`src/rtl/rbst_pkg.sv`:
```
package rbst_pkg;

   localparam int CoordWidth = 32;
   localparam int DiffWidth  = CoordWidth + 1;
   localparam int FracBits   = 16;
   localparam int NumWidth   = CoordWidth + FracBits;   // |diff| << 16
   localparam int DivSteps   = NumWidth;                // one quotient bit per stage
   localparam int NumAxes    = 3;

   // abs stage + restoring steps + sign/saturate stage
   localparam int DivLatency  = DivSteps + 2;
   // diff stage + divider + order stage
   localparam int LaneLatency = DivLatency + 2;
   // lanes + merge stage
   localparam int CoreLatency = LaneLatency + 1;

   localparam logic signed [CoordWidth-1:0] TMin = {1'b1, {(CoordWidth-1){1'b0}}};
   localparam logic signed [CoordWidth-1:0] TMax = {1'b0, {(CoordWidth-1){1'b1}}};

   typedef struct packed {
      logic                         miss;
      logic signed [CoordWidth-1:0] t_near;
      logic signed [CoordWidth-1:0] t_far;
   } lane_res_type;

   typedef struct packed {
      logic                         hit;
      logic signed [CoordWidth-1:0] t_entry;
      logic signed [CoordWidth-1:0] t_exit;
   } core_res_type;

endpackage

```
`src/rtl/rbst_merge.sv`:
```
// Combines the axis lanes: max of near, min of far, hit test.
module rbst_merge (
   input  logic                   clock,
   input  logic                   enable,
   input  rbst_pkg::lane_res_type lane_res [rbst_pkg::NumAxes],
   output rbst_pkg::core_res_type res
);

   rbst_pkg::core_res_type res_ff, res_in;

   always_comb begin
      logic signed [rbst_pkg::CoordWidth-1:0] entry;
      logic signed [rbst_pkg::CoordWidth-1:0] exit_t;
      logic                                   miss;
      entry  = rbst_pkg::TMin;
      exit_t = rbst_pkg::TMax;
      miss   = 1'b0;
      for (int a = 0; a < rbst_pkg::NumAxes; a++) begin
         if (lane_res[a].t_near > entry)  entry  = lane_res[a].t_near;
         if (lane_res[a].t_far  < exit_t) exit_t = lane_res[a].t_far;
         miss = miss | lane_res[a].miss;
      end
      res_in.hit     = !miss && (exit_t >= entry);
      res_in.t_entry = entry;
      res_in.t_exit  = exit_t;
   end

   always_ff @(posedge clock) begin
      if (enable) res_ff <= res_in;
   end

   assign res = res_ff;

endmodule

```
`config.mk`:
```
export PLATFORM = sky130hd
export DESIGN_NAME = rbst_merge
export DESIGN_NICKNAME = d
export VERILOG_FILES = /design/src/rtl/rbst_pkg.sv /design/src/rtl/rbst_merge.sv
export SDC_FILE = /design/constraint.sdc
export NUM_CORES = 1
export LEC_CHECK = 0
export BUFFER_PORTS_ARGS = -buffer_cell sky130_fd_sc_hd__buf_4
export CAP_MARGIN = 30
export CORE_UTILIZATION = 30
export CTS_CLUSTER_SIZE = 40
export DETAILED_ROUTE_END_ITERATION = 7
export PLACE_DENSITY = 0.54
export SLEW_MARGIN = 15
export SYNTH_ARGS = -nofsm -noshare
export SYNTH_HDL_FRONTEND = slang
export SYNTH_SLANG_ARGS = --single-unit
```
`constraint.sdc`:
```
create_clock -name clock -period 8.8 [get_ports clock]
set_clock_uncertainty 0.05 [all_clocks]
set_input_delay 0.88 -clock clock [delete_from_list [all_inputs] [get_ports clock]]
set_output_delay 0.88 -clock clock [all_outputs]
set_load 0.02 [all_outputs]
```
# Word level (Yosys, flattened, before mapping)
# Index checks and enable logic that the tools add are counted.
totals:
  output_inout_bits: 65
  register_bits: 65
classes:
  reduce_logical: 2
  bitwise: 2
  n_mux: 6
  n_lt_le_gt_ge: 7
op_table:
  columns: ["cell", "n"]
  rows:
  - ["two-way mux 32 bit", 6]
  - ["greater-than comparator 32 bit", 2]
  - ["< comparator 32 bit", 2]
  - ["greater-or-equal comparator 32 bit", 1]
  - ["greater-than comparator 32 bit, second input constant", 1]
  - ["< comparator 32 bit, second input constant", 1]
  - ["OR 1 bit", 2]
  - ["logical AND 1 bit", 1]
  - ["zero test 1 bit", 1]

# Longest topological paths before layout
depth:
  word_depth: 8
  depth_mapped: 32

# Least setup slack after synthesis
# OpenSTA, ideal clock, no wires.
synth_path:
  kind: "in2reg"
  from: "input lane_res[189] (netlist bit)"
  to: "register res_ff (netlist bit res[64]) (data pin)"
  t_required_ps: 8487
  slack_ps: 1926
  path_buffers: 3
  arrival_ps: 6561
  cell_stages: 30
  cell_sequence: "inv_1 > ha_1 > nand4_1 > nor4_1 > o31ai_1 > nand3_1 > mux2_2 > clkbuf_1 > mux2_2 > inv_1 > ha_1 > a211oi_1 > o21bai_1 > a211oi_1 > o21ai_1 > a221oi_1 > nand4_1 > nand3_1 > clkbuf_1 > buf_2 > mux2i_1 > ha_1 > nand4_1 > or2_2 > nor4_1 > and2_1 > o21ai_0 > a21oi_1 > o21ai_0 > nor3b_1"
synth_lines:
  columns: ["element", "line", "rtl"]
  rows:
  - ["from (decl)", "rbst_merge.sv:5", "input rbst_pkg::lane_res_type lane_res [rbst_pkg::NumAxes],"]
  - ["to (signal assigned)", "rbst_merge.sv:29", "if (enable) res_ff <= res_in;"]
  - ["to (decl)", "rbst_merge.sv:9", "rbst_pkg::core_res_type res_ff, res_in;"]

==> metrics <==
outcome=complete, no violations; ratio of cells with drive above 1 in the final layout=31.8%; CTS tree=built; First-pass DRT Iterations=4; H-tree depth=3; Min-Delay Path Class=in -> reg; number of synthesized flops with an enable pin=between 60 and 70; final period demand of the worst path=7.81 ns; main combinational cell family by area after synthesis=adder cells; wire length of the first global-routing pass=36900 um; peak supply drop=0.0859 mV; LEAKAGE=5.18 nW; vias in the first global route=6927; Total Die Area=~27000 sq um; height of the die=164 um; Crit-path slowest cell=nor4_1; synth warn=0; Reg clk slew, reported paths=0.06 ns; CP arrival=7.84 ns; PortBufs=261; Post-DP HPWL=21500 um; Fmax=approximately 130 MHz; Layout Cells excl Fill=1415; CP Launch Type=input port; number of nets still failing antenna checks after routing=0; TritonCTS buffer count=9; Internal=1.05 mW; GRT Util Overall=a little under a fifth; Synth area leader=ha_1; row cnt=58; CTS Root Cell=clkbuf_16; area of the mapped netlist=between 7000 and 8000 sq um; final slew viol count=0; number of max-cap violations=0; synthesized netlist cell count=about 830; Clk pwr share=21.1%; multiplexer area fraction after synthesis=17.4%; most used cell, CP=buf_4; adder-cell share of the synthesized area=25.3%; Final Hold Vio Count=0; grt total ovfl=0; post-CTS setup buffers=0; sequential share of the synthesized area=24.9%; Synth Net Count=1180; Vias=6985; unrepaired setup endpoints after global routing=false; Worst setup EP type=register; overall routed net length=24800 um; CTS Sinks=65; Largest register FFs=65; critical path class=in -> reg; I/O pin count=between 200 and 300; DRC=0; Main synth FF type=edfxtp_1; Seq pwr share=between 20% and 30%; routability congestion estimate=0.846; most frequent cells after synthesis=158 x ha_1, 127 x inv_1, 67 x a21oi_1, 65 x edfxtp_1, 62 x mux2i_1; Synth Area in XOR/XNOR=less than 1%; top area cells in the synthesized netlist=ha_1 25%, edfxtp_1 25%, mux2i_1 7.9%; worst hold margin=about 0.8 ns; FF+latch count, synth=65; initial antenna violation count=0; combinational power share=53.4%; final period utilization=88.8%; Core Box Area=about 25000 sq um; Nets=1435; most frequent cell after synthesis=ha_1; final setup vio count=0; simple-gate portion of the synthesized area=about a tenth; ANT cells=0; Least-Margin Pin Slew=0.885 ns; DR WL/cell=17.5 um; synthesis-to-layout area growth=32.9%; max incr delay on CP=0.53 ns; Crit Path Max Fanout=32; post-cts resize count=0; Inst Count DP=1399; deepest clock path buffer count=2; Compound-Gate Fraction of Synth Area=13.3%; power per cell area=roughly 160 nW/um^2; Async S/R FF share, synth=0%; Via density=between 4 and 5; CP required=around 8.8 ns; Net Sw Frac=38.8%; initial DRC count=296; post-synth cell types=59; Max-slew headroom=41.0%; Switching Power=665 uW; Die W=164 um; post-synth top area share=25.3%; hold_buf cts=0; Initial Util=30.8%; largest net degree at the start of global routing=66; setup tns final=0 ns; Synth Area per Inst=9.49 sq um
==> cells by family (layout without fill, tap and decap cells) <==
kind of cell,after synthesis,count (layout)
DFF,65,65
muxes,128,128
buffers and inverters,154,414
xor gates and xnor gates,1,1
and+or+nand+nor,152,152
AOI/OAI and AO/OA,167,167
adders and majority gates,158,158
==> final cells by class <==
type                    instances  area [sq um]
clock buffers                   9           225
clock inverters                 7          71.3
fillers                      2593         15000
inverters                     128           480
multi-input cells             606          5230
flip-flops and latches         65          1950
well taps                     330           413
repair buffers                270          2030
==> placed cells by master (no fill, tap or decap), drive strengths merged, types with 3 or more instances in the layout <==
cell / count
o21bai: 4
edfxtp: 65
nor4: 5
a31oi: 5
a21oi: 68
ha: 158
clkbuf: 9
o21a: 5
nand2: 15
nand3: 12
a21o: 24
nand4: 35
a211oi: 10
nor2: 21
nand2b: 3
nor3: 39
mux2: 66
clkinv: 4
inv: 128
buf: 270
mux2i: 62
nor2b: 7
o211ai: 5
o21ai: 28
==> worst max-delay path, delay by kind of cell <==
kind	cells	cell delay [ns]
buffers and inverters	5	1.13
adders and majority gates	3	0.90
and+or+nand+nor	9	2.35
AOI/OAI and AO/OA	10	1.50
muxes	3	1.05
==> routing by layer <==
layer	part of all wire [%]	global-route usage [%]
met5	0	0
met4	2.2	5.68
met3	6.4	3.43
met2	45	30.4
met1	46	23.7
==> through the flow <==
| step | util, % | setup slack (ns) | cell area, sq um | total power, mW |
|---|---|---|---|---|
| after floorplan | - | 1.93 | 7830 | 1.04 |
| after global placement | 39.8 | 0.515 | 10100 | 1.36 |
| after detailed placement | 39.8 | 0.478 | 10100 | 1.37 |
| after CTS | 40.9 | 0.835 | 10400 | 1.74 |
| after global routing | 40.9 | 0.483 | 10400 | 1.84 |
| final | 40.9 | 0.987 | 10400 | 1.71 |
==> power by group through the flow <==
stage / clock, mW / sequential, mW / combinational [mW]
floorplan: 0 / 0.511 / 0.530
global placement: 0 / 0.444 / 0.920
detailed placement: 0 / 0.444 / 0.924
CTS: 0.371 / 0.438 / 0.927
global route: 0.383 / 0.441 / 1.01
finish: 0.362 / 0.436 / 0.914
==> path summary, 6_finish.rpt <==
path | start | end | cells past startpoint
setup / recovery | lane_res[124] | res[64] | 30
hold / removal | lane_res[57] | res[57] | 2
Note: power is estimated with default switching activity, not from simulation.
